[config.mk]
export PLATFORM = sky130hd
export DESIGN_NAME = xmodem_crc_receiver_core
export DESIGN_NICKNAME = d
export VERILOG_FILES = /design/src/sv/xcrc_pkg.sv /design/src/sv/xmodem_crc_receiver_core.sv
export SDC_FILE = /design/constraint.sdc
export NUM_CORES = 1
export LEC_CHECK = 0
export BUFFER_PORTS_ARGS = -buffer_cell sky130_fd_sc_hd__buf_4
export CORE_MARGIN = 10
export CORE_UTILIZATION = 56
export DETAILED_ROUTE_END_ITERATION = 7
export HOLD_SLACK_MARGIN = 0.15
export PLACE_DENSITY = 0.76
export SYNTH_ARGS = -nofsm -noshare
export SYNTH_HDL_FRONTEND = slang
export SYNTH_SLANG_ARGS = --single-unit
[constraint.sdc]
create_clock -name clk -period 4 [get_ports clk]
set_input_delay 0.4 -clock clk [delete_from_list [all_inputs] [get_ports clk]]
set_output_delay 0.4 -clock clk [all_outputs]
set_load 0.1 [all_outputs]
[src/sv/xcrc_pkg.sv]
// xcrc_pkg: types, protocol codes and the CRC-16 step for the XMODEM-CRC receiver.
// No dependencies; used by xmodem_crc_receiver_core.
package xcrc_pkg;

    // Input word: one receiver event
    typedef struct packed {
        logic [1:0] action;
        logic [7:0] rx_byte;
    } in_word_t;

    // Output word: one result
    typedef struct packed {
        logic [1:0]  kind;
        logic [7:0]  tx_byte;
        logic [21:0] word_address;
        logic [31:0] word_data;
        logic        finished_ok;
        logic [23:0] total_bytes;
        logic        last;
    } out_word_t;

    // Event codes
    localparam logic [1:0] ACT_START   = 2'd0;
    localparam logic [1:0] ACT_BYTE    = 2'd1;
    localparam logic [1:0] ACT_TIMEOUT = 2'd2;

    // Result kinds
    localparam logic [1:0] KIND_SEND = 2'd0;
    localparam logic [1:0] KIND_WORD = 2'd1;
    localparam logic [1:0] KIND_FIN  = 2'd2;

    // Link characters
    localparam logic [7:0] CH_C   = 8'h43;
    localparam logic [7:0] CH_SOH = 8'h01;
    localparam logic [7:0] CH_EOT = 8'h04;
    localparam logic [7:0] CH_ACK = 8'h06;
    localparam logic [7:0] CH_NAK = 8'h15;

    // Packet layout (byte positions)
    localparam logic [7:0] POS_BLK    = 8'd1;
    localparam logic [7:0] POS_NBLK   = 8'd2;
    localparam logic [7:0] POS_DATA   = 8'd3;
    localparam logic [7:0] POS_CRC_HI = 8'd131;
    localparam logic [7:0] POS_CRC_LO = 8'd132;

    localparam int unsigned PAYLOAD_BYTES = 128;
    localparam int unsigned PAYLOAD_WORDS = 32;
    localparam int unsigned WIDX_W        = 5;

    localparam logic [15:0] CRC_POLY = 16'h1021;

    // CRC-16/XMODEM, one byte, MSB first
    function automatic logic [15:0] crc_byte(input logic [15:0] crc_in, input logic [7:0] b);
        logic [15:0] c;
        c = crc_in ^ {b, 8'h00};
        for (int i = 0; i < 8; i++)
        begin
            c = c[15] ? ({c[14:0], 1'b0} ^ CRC_POLY) : {c[14:0], 1'b0};
        end
        return c;
    endfunction

endpackage

[src/sv/xmodem_crc_receiver_core.sv]
// xmodem_crc_receiver_core: XMODEM-CRC receive protocol engine with a 32-word payload memory.
// Depends on xcrc_pkg (word types, codes, CRC step).
// Usage:
//   in channel  (in_valid/in_ready/in_word): one event word per transfer - start,
//     received byte, or receive timeout.
//   out channel (out_valid/out_ready/out_word): result words - a byte to send
//     back ('C', ACK, NAK), a payload word write, or transfer finished. The
//     last result caused by an event has out_word.last set.
//   cfg channel (cfg_valid/cfg_ready/cfg_data): writes buffer_size; always ready.
// The result words of an event are loaded into the output register from S_TX, S_FIN
//   or S_WORD; a payload burst first passes S_RD for the memory read.
// An event that yields no result (most packet bytes) is taken one per cycle,
//   back to back, even while a result waits in the output register.
//   An event with results holds off the next event until its final result is
//   loaded into the output register.
// A good packet that fits buffer_size drains its 32 words, each through S_RD
//   (memory read) and then S_WORD (load), then loads the ACK.
// Reset: idle, no transfer active, buffer_size all ones, output empty. The
//   payload memory is not cleared; every word is rewritten before it is read.
// A stalled receiver holds the output word; sequencing pauses until it frees.
module xmodem_crc_receiver_core #(
    parameter int COUNT_WIDTH = 24
) (
    input  logic                clk,
    input  logic                rst_n,
    input  logic                in_valid,
    output logic                in_ready,
    input  xcrc_pkg::in_word_t  in_word,
    output logic                out_valid,
    input  logic                out_ready,
    output xcrc_pkg::out_word_t out_word,
    input  logic                cfg_valid,
    output logic                cfg_ready,
    input  logic [23:0]         cfg_data
);

    localparam int SUM_W = COUNT_WIDTH + 1;
    localparam int CMP_W = (SUM_W > 24) ? SUM_W : 24;

    typedef enum logic [2:0] {S_IN, S_TX, S_FIN, S_RD, S_WORD} state_t;

    // Registers
    state_t                            state_reg, state_next;
    logic                              active_reg, active_next;
    logic [7:0]                        pos_reg, pos_next;
    logic [7:0]                        exp_reg, exp_next;
    logic                              good_reg, good_next;
    logic [15:0]                       crc_reg, crc_next;
    logic [7:0]                        crc_hi_reg, crc_hi_next;
    logic [COUNT_WIDTH-1:0]            count_reg, count_next;
    logic [23:0]                       bufsize_reg, bufsize_next;
    logic [7:0]                        tx_sel_reg, tx_sel_next;
    logic                              fin_after_reg, fin_after_next;
    logic                              ok_reg, ok_next;
    logic [21:0]                       base_reg, base_next;
    logic [xcrc_pkg::WIDX_W-1:0]       ridx_reg, ridx_next;
    logic                              out_valid_reg, out_valid_next;
    xcrc_pkg::out_word_t               out_reg, out_next;
    logic [23:0]                       asm_reg, asm_next;

    // Payload memory and its ports
    logic [31:0]                       payload_mem [xcrc_pkg::PAYLOAD_WORDS];
    logic [31:0]                       mem_q_reg;
    logic                              mem_we;
    logic [xcrc_pkg::WIDX_W-1:0]       mem_waddr;
    logic [31:0]                       mem_wdata;

    // Combinational helpers
    logic                              out_free;
    logic                              load;
    xcrc_pkg::out_word_t               load_word;
    logic [7:0]                        didx;
    logic [SUM_W-1:0]                  sum;
    logic                              fits;
    logic [15:0]                       rx_crc;

    assign in_ready  = (state_reg == S_IN);
    assign cfg_ready = 1'b1;
    assign out_valid = out_valid_reg;
    assign out_word  = out_reg;

    assign out_free = !out_valid_reg || out_ready;
    assign didx     = pos_reg - xcrc_pkg::POS_DATA;
    assign sum      = {1'b0, count_reg} + SUM_W'(xcrc_pkg::PAYLOAD_BYTES);
    assign fits     = CMP_W'(sum) <= CMP_W'(bufsize_reg);
    assign rx_crc   = {crc_hi_reg, in_word.rx_byte};

    // Event decode and result sequencing
    always_comb
    begin
        state_next     = state_reg;
        active_next    = active_reg;
        pos_next       = pos_reg;
        exp_next       = exp_reg;
        good_next      = good_reg;
        crc_next       = crc_reg;
        crc_hi_next    = crc_hi_reg;
        count_next     = count_reg;
        bufsize_next   = cfg_valid ? cfg_data : bufsize_reg;
        tx_sel_next    = tx_sel_reg;
        fin_after_next = fin_after_reg;
        ok_next        = ok_reg;
        base_next      = base_reg;
        ridx_next      = ridx_reg;
        asm_next       = asm_reg;
        mem_we         = 1'b0;
        mem_waddr      = didx[6:2];
        mem_wdata      = {in_word.rx_byte, asm_reg};
        load           = 1'b0;
        load_word      = '0;

        unique case (state_reg)
            S_IN:
            begin
                if (in_valid)
                begin
                    case (in_word.action)
                        xcrc_pkg::ACT_START:
                        begin
                            active_next    = 1'b1;
                            pos_next       = '0;
                            exp_next       = 8'd1;
                            good_next      = 1'b0;
                            crc_next       = '0;
                            crc_hi_next    = '0;
                            count_next     = '0;
                            tx_sel_next    = xcrc_pkg::CH_C;
                            fin_after_next = 1'b0;
                            state_next     = S_TX;
                        end
                        xcrc_pkg::ACT_TIMEOUT:
                        begin
                            if (active_reg)
                            begin
                                if (pos_reg == '0)
                                begin
                                    ok_next     = 1'b0;
                                    active_next = 1'b0;
                                    state_next  = S_FIN;
                                end
                                else
                                begin
                                    tx_sel_next    = xcrc_pkg::CH_NAK;
                                    fin_after_next = 1'b0;
                                    pos_next       = '0;
                                    state_next     = S_TX;
                                end
                            end
                        end
                        xcrc_pkg::ACT_BYTE:
                        begin
                            if (active_reg)
                            begin
                                if (pos_reg == '0)
                                begin
                                    if (in_word.rx_byte == xcrc_pkg::CH_EOT)
                                    begin
                                        tx_sel_next    = xcrc_pkg::CH_ACK;
                                        fin_after_next = 1'b1;
                                        ok_next        = 1'b1;
                                        active_next    = 1'b0;
                                        state_next     = S_TX;
                                    end
                                    else
                                    begin
                                        good_next = (in_word.rx_byte == xcrc_pkg::CH_SOH);
                                        crc_next  = '0;
                                        pos_next  = xcrc_pkg::POS_BLK;
                                    end
                                end
                                else if (pos_reg == xcrc_pkg::POS_BLK)
                                begin
                                    good_next = good_reg && (in_word.rx_byte == exp_reg);
                                    pos_next  = xcrc_pkg::POS_NBLK;
                                end
                                else if (pos_reg == xcrc_pkg::POS_NBLK)
                                begin
                                    good_next = good_reg && (in_word.rx_byte == ~exp_reg);
                                    pos_next  = xcrc_pkg::POS_DATA;
                                end
                                else if (pos_reg < xcrc_pkg::POS_CRC_HI)
                                begin
                                    // Payload byte: assemble word, write when complete
                                    crc_next = xcrc_pkg::crc_byte(crc_reg, in_word.rx_byte);
                                    case (didx[1:0])
                                        2'd0:    asm_next[7:0]   = in_word.rx_byte;
                                        2'd1:    asm_next[15:8]  = in_word.rx_byte;
                                        2'd2:    asm_next[23:16] = in_word.rx_byte;
                                        default: mem_we          = 1'b1;
                                    endcase
                                    pos_next = pos_reg + 8'd1;
                                end
                                else if (pos_reg == xcrc_pkg::POS_CRC_HI)
                                begin
                                    crc_hi_next = in_word.rx_byte;
                                    pos_next    = xcrc_pkg::POS_CRC_LO;
                                end
                                else
                                begin
                                    // Packet end: check and plan the response
                                    fin_after_next = 1'b0;
                                    if (good_reg && (rx_crc == crc_reg))
                                    begin
                                        count_next = sum[COUNT_WIDTH] ? '1 :
                                                     sum[COUNT_WIDTH-1:0];
                                        base_next  = 22'(count_reg >> 2);
                                        exp_next   = exp_reg + 8'd1;
                                        tx_sel_next = xcrc_pkg::CH_ACK;
                                        if (fits)
                                        begin
                                            ridx_next  = '0;
                                            state_next = S_RD;
                                        end
                                        else
                                        begin
                                            state_next = S_TX;
                                        end
                                    end
                                    else
                                    begin
                                        tx_sel_next = xcrc_pkg::CH_NAK;
                                        state_next  = S_TX;
                                    end
                                    pos_next = '0;
                                end
                            end
                        end
                        default: ;
                    endcase
                end
            end
            S_TX:
            begin
                if (out_free)
                begin
                    load              = 1'b1;
                    load_word.kind    = xcrc_pkg::KIND_SEND;
                    load_word.tx_byte = tx_sel_reg;
                    load_word.last    = !fin_after_reg;
                    state_next        = fin_after_reg ? S_FIN : S_IN;
                end
            end
            S_FIN:
            begin
                if (out_free)
                begin
                    load                  = 1'b1;
                    load_word.kind        = xcrc_pkg::KIND_FIN;
                    load_word.finished_ok = ok_reg;
                    load_word.total_bytes = 24'(count_reg);
                    load_word.last        = 1'b1;
                    state_next            = S_IN;
                end
            end
            S_RD:
            begin
                // Memory read of ridx in flight
                state_next = S_WORD;
            end
            S_WORD:
            begin
                if (out_free)
                begin
                    load                   = 1'b1;
                    load_word.kind         = xcrc_pkg::KIND_WORD;
                    load_word.word_address = base_reg + 22'(ridx_reg);
                    load_word.word_data    = mem_q_reg;
                    if (&ridx_reg)
                    begin
                        fin_after_next = 1'b0;
                        state_next     = S_TX;
                    end
                    else
                    begin
                        ridx_next  = ridx_reg + 1'b1;
                        state_next = S_RD;
                    end
                end
            end
            default: state_next = S_IN;
        endcase

        // Output register
        out_next       = load ? load_word : out_reg;
        out_valid_next = load ? 1'b1 : (out_valid_reg && !out_ready);
    end

    // State and registered outputs
    always_ff @(posedge clk or negedge rst_n)
    begin
        if (!rst_n)
        begin
            state_reg     <= S_IN;
            active_reg    <= 1'b0;
            pos_reg       <= '0;
            exp_reg       <= 8'd1;
            good_reg      <= 1'b0;
            crc_reg       <= '0;
            crc_hi_reg    <= '0;
            count_reg     <= '0;
            bufsize_reg   <= '1;
            tx_sel_reg    <= '0;
            fin_after_reg <= 1'b0;
            ok_reg        <= 1'b0;
            ridx_reg      <= '0;
            out_valid_reg <= 1'b0;
            out_reg       <= '0;
        end
        else
        begin
            state_reg     <= state_next;
            active_reg    <= active_next;
            pos_reg       <= pos_next;
            exp_reg       <= exp_next;
            good_reg      <= good_next;
            crc_reg       <= crc_next;
            crc_hi_reg    <= crc_hi_next;
            count_reg     <= count_next;
            bufsize_reg   <= bufsize_next;
            tx_sel_reg    <= tx_sel_next;
            fin_after_reg <= fin_after_next;
            ok_reg        <= ok_next;
            ridx_reg      <= ridx_next;
            out_valid_reg <= out_valid_next;
            out_reg       <= out_next;
        end
    end

    // Payload registers
    always_ff @(posedge clk)
    begin
        base_reg <= base_next;
        asm_reg  <= asm_next;
    end

    // Payload memory: writes only while taking bytes; the read port reads ridx at all
    // times, but its data is used only in the burst, when no write happens
    always_ff @(posedge clk)
    begin
        if (mem_we)
        begin
            payload_mem[mem_waddr] <= mem_wdata;
        end
        mem_q_reg <= payload_mem[ridx_reg];
    end

    // Checks
    a_pos_range: assert property (@(posedge clk) disable iff (!rst_n)
        pos_reg <= xcrc_pkg::POS_CRC_LO)
        else $error("packet position out of range");

    a_idle_boundary: assert property (@(posedge clk) disable iff (!rst_n)
        !active_reg |-> pos_reg == '0)
        else $error("inactive receiver not at packet boundary");

    a_read_latency: assert property (@(posedge clk) disable iff (!rst_n)
        state_reg == S_WORD |-> ($past(state_reg) == S_RD || $past(state_reg) == S_WORD))
        else $error("word emitted without memory read");

    a_word_not_last: assert property (@(posedge clk) disable iff (!rst_n)
        (out_valid_reg && out_reg.kind == xcrc_pkg::KIND_WORD) |-> !out_reg.last)
        else $error("payload word marked last");

    a_fin_last: assert property (@(posedge clk) disable iff (!rst_n)
        (out_valid_reg && out_reg.kind == xcrc_pkg::KIND_FIN) |-> out_reg.last)
        else $error("finish result not marked last");

endmodule

* Yosys cells after proc, flatten, opt, wreduce, memory -nomap -nowiden
Memory sizes are Yosys's and may differ from the RTL's. A register that Yosys moved wholly into a read port is not among the register bits. Index checks and enable logic that the tools add are counted.
Storage, ports and cells: register bits after elaboration 245, RAM bits 1024, bits of input ports 39, word-level logic and storage cells 292, memories 1
Memory list:
- payload_mem | words 32, width 32, read ports 1, clocked after Yosys merged registers in 1, write ports 1, RTL line xmodem_crc_receiver_core.sv:62 | logic [31:0] payload_mem [xcrc_pkg::PAYLOAD_WORDS];
Cells by class: $add $sub $neg 6, magnitude comparators 2, equality and inequality tests 61, mux-type cells 148, bitwise gates (word level) 15, reductions and logical operators 34
Operators by type and width (count):
- $mux 8 | 33
- $mux 24 | 8
- $mux 54 | 2
- $mux 13 | 8
- $mux 16 | 6
- $mux 5 | 13
- $ne 2x2->1 const B | 24
- $pmux 24 s2 | 1
- $pmux 8 s3 | 2
- $mux 1 | 42
- $mux 3 | 13
- $reduce_and 9->1 | 4
- $pmux 16 s2 | 1
- $pmux 8 s2 | 2
- $ne 3x3->1 const B | 10
- $mux 26 | 1
- $reduce_and 13->1 | 2
- $add 24x8->25 const B | 1
- $le 25x24->1 | 1
- $mux 25 | 1
- $ne 4x4->1 const B | 6
- $not 3->3 | 8
- $add 22x5->22 | 1
- $reduce_and 10->1 | 2
- 43 further kinds | 74

* Logic depth before layout (Yosys ltp)
depth after elaboration 23, gate-level depth with buffers 15, gate-level depth less buffers 14

* Worst setup path after synthesis
OpenSTA, ideal clock, no wires.
kind reg2reg, from register state_reg[2], to memory payload_mem[16][0], enable pin, setup time 0.421 ns, arrival time 5.275 ns, required time 3.579 ns, setup slack -1.697 ns, stages on the path, launching flop included 9, buffers on the path 1, cell sequence dfrtp_1 > buf_2 > nor3_1 > nand3_1 > nor3_1 > nand2_1 > nor2_1 > nand2_1 > nor2_1
On the way: cells in the longest elaborated chain, start to end 4
RTL lines:
- from (decl) | RTL line xmodem_crc_receiver_core.sv:43 | state_t state_reg, state_next;
- from (signal assigned) | RTL line xmodem_crc_receiver_core.sv:311 | state_reg <= state_next;
- $logic_not 3->1
- via in_ready | RTL line xmodem_crc_receiver_core.sv:27 | output logic in_ready,
- $mux 1 | RTL line xmodem_crc_receiver_core.sv:112 | unique case (state_reg)
- $mux 1 | RTL line xmodem_crc_receiver_core.sv:340 | if (mem_we)
- $mux 1 (not written as such) | RTL line xmodem_crc_receiver_core.sv:342 | payload_mem[mem_waddr] <= mem_wdata;
- to (decl) | RTL line xmodem_crc_receiver_core.sv:62
The timed path passes the listed nets, and every way through them passes these cells.

* Worst setup path after layout
from register pos_reg[0], to memory payload_mem[21][8], enable pin
On the way: cells in the longest elaborated chain, start to end 14, elaborated cells between the ends (all ways) 20
RTL lines:
- from (decl) | RTL line xmodem_crc_receiver_core.sv:45 | logic [7:0] pos_reg, pos_next;
- from (signal assigned) | RTL line xmodem_crc_receiver_core.sv:313 | pos_reg <= pos_next;
- $sub 7x2->7 | RTL line xmodem_crc_receiver_core.sv:83 | assign didx = pos_reg - xcrc_pkg::POS_DATA;
- $eq 2x2->1 (tied with other cells) | RTL line xmodem_crc_receiver_core.sv:185 | case (didx[1:0])
- $reduce_or 3->1 (no source line)
- $mux 1 | RTL line xmodem_crc_receiver_core.sv:185
- $mux 1 | RTL line xmodem_crc_receiver_core.sv:181 | else if (pos_reg < xcrc_pkg::POS_CRC_HI)
- $mux 1 | RTL line xmodem_crc_receiver_core.sv:176 | else if (pos_reg == xcrc_pkg::POS_NBLK)
- $mux 1 | RTL line xmodem_crc_receiver_core.sv:171 | else if (pos_reg == xcrc_pkg::POS_BLK)
- $mux 1 | RTL line xmodem_crc_receiver_core.sv:154 | if (pos_reg == '0)
- $mux 1 | RTL line xmodem_crc_receiver_core.sv:152 | if (active_reg)
- $mux 1 | RTL line xmodem_crc_receiver_core.sv:117 | case (in_word.action)
- $mux 1 | RTL line xmodem_crc_receiver_core.sv:115 | if (in_valid)
- $mux 1 | RTL line xmodem_crc_receiver_core.sv:112
- $mux 1 | RTL line xmodem_crc_receiver_core.sv:340
- $mux 1 (not written as such) | RTL line xmodem_crc_receiver_core.sv:342
Several ways; a longest one is shown, not always the timed one.

==> out/metrics.yaml <==
status:
  outcome: "complete, no violations"
sta:
  finalHoldViolCount: 0
  period_share: 0.945
  fmax_mhz: 265
  final.setup.tns_ns: 0
  clock_skew_ns: 0.0321
  drv_slew: 0
  holdWs_ns: 0.185
  tightestPinTransition_ns: 1.24
  setup_viol: 0
  setup_ws_ns: 0.220
  rsz0062_at_grt: "no"
  relSlewSlack: 0.170
  period_needed_ns: 3.78
logic_synthesis:
  synth_cell_types: 75
  synth-seq-cells: 1279
  syn-instance-count: 2634
  synth_seq_area_share: 0.734
  postSynthAreaPerCell_sq_um: 19.3
  synth-edff-count: 1066
  yosysWarningCount: 0
  synthFlopType: "edfxtp_1"
  syn_area_sq_um: 50700
  async_reset_ff_frac: 0.142
  synth_top_area_cell: "edfxtp_1"
  synth.most_common_cell: "edfxtp_1"
  synth_common_cells: "edfxtp_1 (1066), mux4_2 (320), dfrtp_1 (156)"
  yosysTopAreaCellShare: 0.631
  yosys-top-cells-area: "edfxtp_1 (63%), mux4_2 (14%), dfrtp_1 (7.7%), dfstp_2 (1.3%), dfxtp_1 (1.3%)"
routing:
  drtIter0Drc: 3035
  routed_wl_mm: 121
  avgViaCountPerCell: 6.45
  drc_errors: 0
  wl_per_cell_um: 29.2
  dr_total_vias: 26800
  dr.pass1.iters: 5
  final_antenna_net_count: 0
placement:
  pre_cts_slack_ns: 0.322
  dp.final_hpwl_mm: 71.0
  routabilityCongestion: 0.873
  dp_cells: 3871
  dpl_cell_area_sq_um: 53700
  port_buffers: 127
cts:
  clk_latency_ns: 0.73
  cts_max_level: 3
  cts_buffer_depth: 3
  cts_buffers: 120
  cts_resized: 0
  clock_sinks: 1279
  cts_tree: "yes"
  cts_setup_buffers: 0
  clock-root-buffer: "clkbuf_16"
  cts.clk_slew.worst_paths_ns: 0.06
global_routing:
  grtUsageTotal: 0.237
  grt_start_max_net_pins: 102
  antenna_found_initial: 2
  overflow: 0
  grt_pass1_wl_mm: 182
  first_global_vias: 27600
floorplan:
  dieArea_sq_um: 103000
  die_w_um: 321
  ios: 132
  core-area_sq_um: 90000
  rows: 110
  initial_core_util: 0.564
  die-height_um: 321
finish:
  stdcell_count: 4159
  nFillCells: 5856
  finalNetCount: 2956
  largest_register_ffs: 1024
  finalInstanceArea_sq_um: 58200
  drive_gt1_frac: 0.278
  syn_to_final_growth_pct: 14.8
  diodes: 0
  utilization: 0.647
pwr:
  p_int_mw: 25.9
  power_frac_clock: 0.298
  power.switching_mw: 12.1
  p_sw_frac: 0.319
  peakVddDrop_mv: 0.520
  p_leak_nw: 19.7
  powerDensity_nw_per_um2: 652
  power_frac_seq: 0.414
  total_power_mw: 38.0
  pwr-share-comb: 0.288
setup_path:
  path_class: "register to register"
  crit_fanout: 21
  crit_arrival_ns: 4.13
  cp-start-kind: "register"
  endpoint_kind: "register"
  required_ns: 4.35
worst_hold_path:
  hp-class: "input pin to register"
flow_run:
  cap_violations: 0
## critical path, cell delays in order (launching register included)
cell	delay (ns)
dfrtp_1	0.44
inv_1	0.13
ha_1	0.29
or3_1	0.39
a41o_1	0.29
nor3_1	0.43
nand2_1	0.12
nor2_1	0.39
nand2_1	0.35
nor2_4	0.17
buf_4	0.41
## cell usage in the layout, fill, tap and decap left out, types with 57 or more instances in the layout
| master | instances |
|---|---|
| nand2_1 | 125 |
| a22o_1 | 61 |
| mux4_2 | 320 |
| inv_1 | 57 |
| clkbuf_16 | 121 |
| nand3_1 | 61 |
| dlygate4sd3_1 | 58 |
| dfrtp_1 | 152 |
| o21ai_0 | 101 |
| buf_4 | 189 |
| edfxtp_1 | 1066 |
## cell type report
type,count,area [sq um],area share
flip-flops and latches,1279,37200,0.639
inverters,58,220,0.00378
clock buffers,159,3200,0.0550
clock inverters,71,729,0.0125
repair buffers,271,2470,0.0425
well taps,1176,1470,0.0253
multi-input cells,1145,12900,0.222
## power by group through the flow
stage	sequential (mW)	combinational, mW	clock (mW)
3_5_place_dp	16.0	10.9	0
2_1_floorplan	17.4	6.54	0
6_report	15.7	10.9	11.3
3_3_place_gp	16.0	10.8	0
4_1_cts	15.7	11.1	11.5
5_1_grt	15.8	11.5	11.9
## layer usage
layer | up-vias | global-route usage | part of all wire
met3 | 207 | 0.0419 | 0.080
met2 | 1325 | 0.397 | 0.51
met1 | 14200 | 0.320 | 0.39
met4 | 2 | 0.0656 | 0.026
li1 | 11100 | - | -
met5 | - | 0 | 0.00012
## path summary, 6_finish.rpt
path	slack (ns)	to	cells after the start	startpoint
min in group asynchronous	0.41	out_word[88]$_DFFE_PN0P_	2	rst_n
hold / removal	0.18	bufsize_reg[21]$_DFFE_PN1P_	3	cfg_valid
max in group asynchronous	2.63	bufsize_reg[13]$_DFFE_PN1P_	3	rst_n
hold reg to reg	0.44	out_word[38]$_DFFE_PN0P_	1	mem_q_reg[12]$_DFF_P_
setup reg to reg	0.22	payload_mem[21][8]$_DFFE_PP_	10	pos_reg[0]$_DFFE_PN0P_
setup / recovery	0.22	payload_mem[21][8]$_DFFE_PP_	10	pos_reg[0]$_DFFE_PN0P_
## timing repair
item | CTS | global route
hold buffers | 58 | 0
endpoints found under the setup margin | 0 | 0
endpoints found under the hold margin | 170 | 0
## cells by family (layout without fill, tap and decap cells)
family | after synthesis | count (layout) | share of synthesized area
buffers and inverters | 212 | 559 | 0.0177
multiplexers | 363 | 363 | 0.152
adder cells (fa/ha/maj) | 42 | 42 | 0.0105
flip-flops | 1279 | 1279 | 0.734
other | 2 | 4 | 0.000148
AO/OA/AOI/OAI | 267 | 267 | 0.0351
XOR/XNOR | 93 | 93 | 0.0161
AND/OR/NAND/NOR | 376 | 376 | 0.0354
No activity file was read; power rests on OpenSTA's default activity.
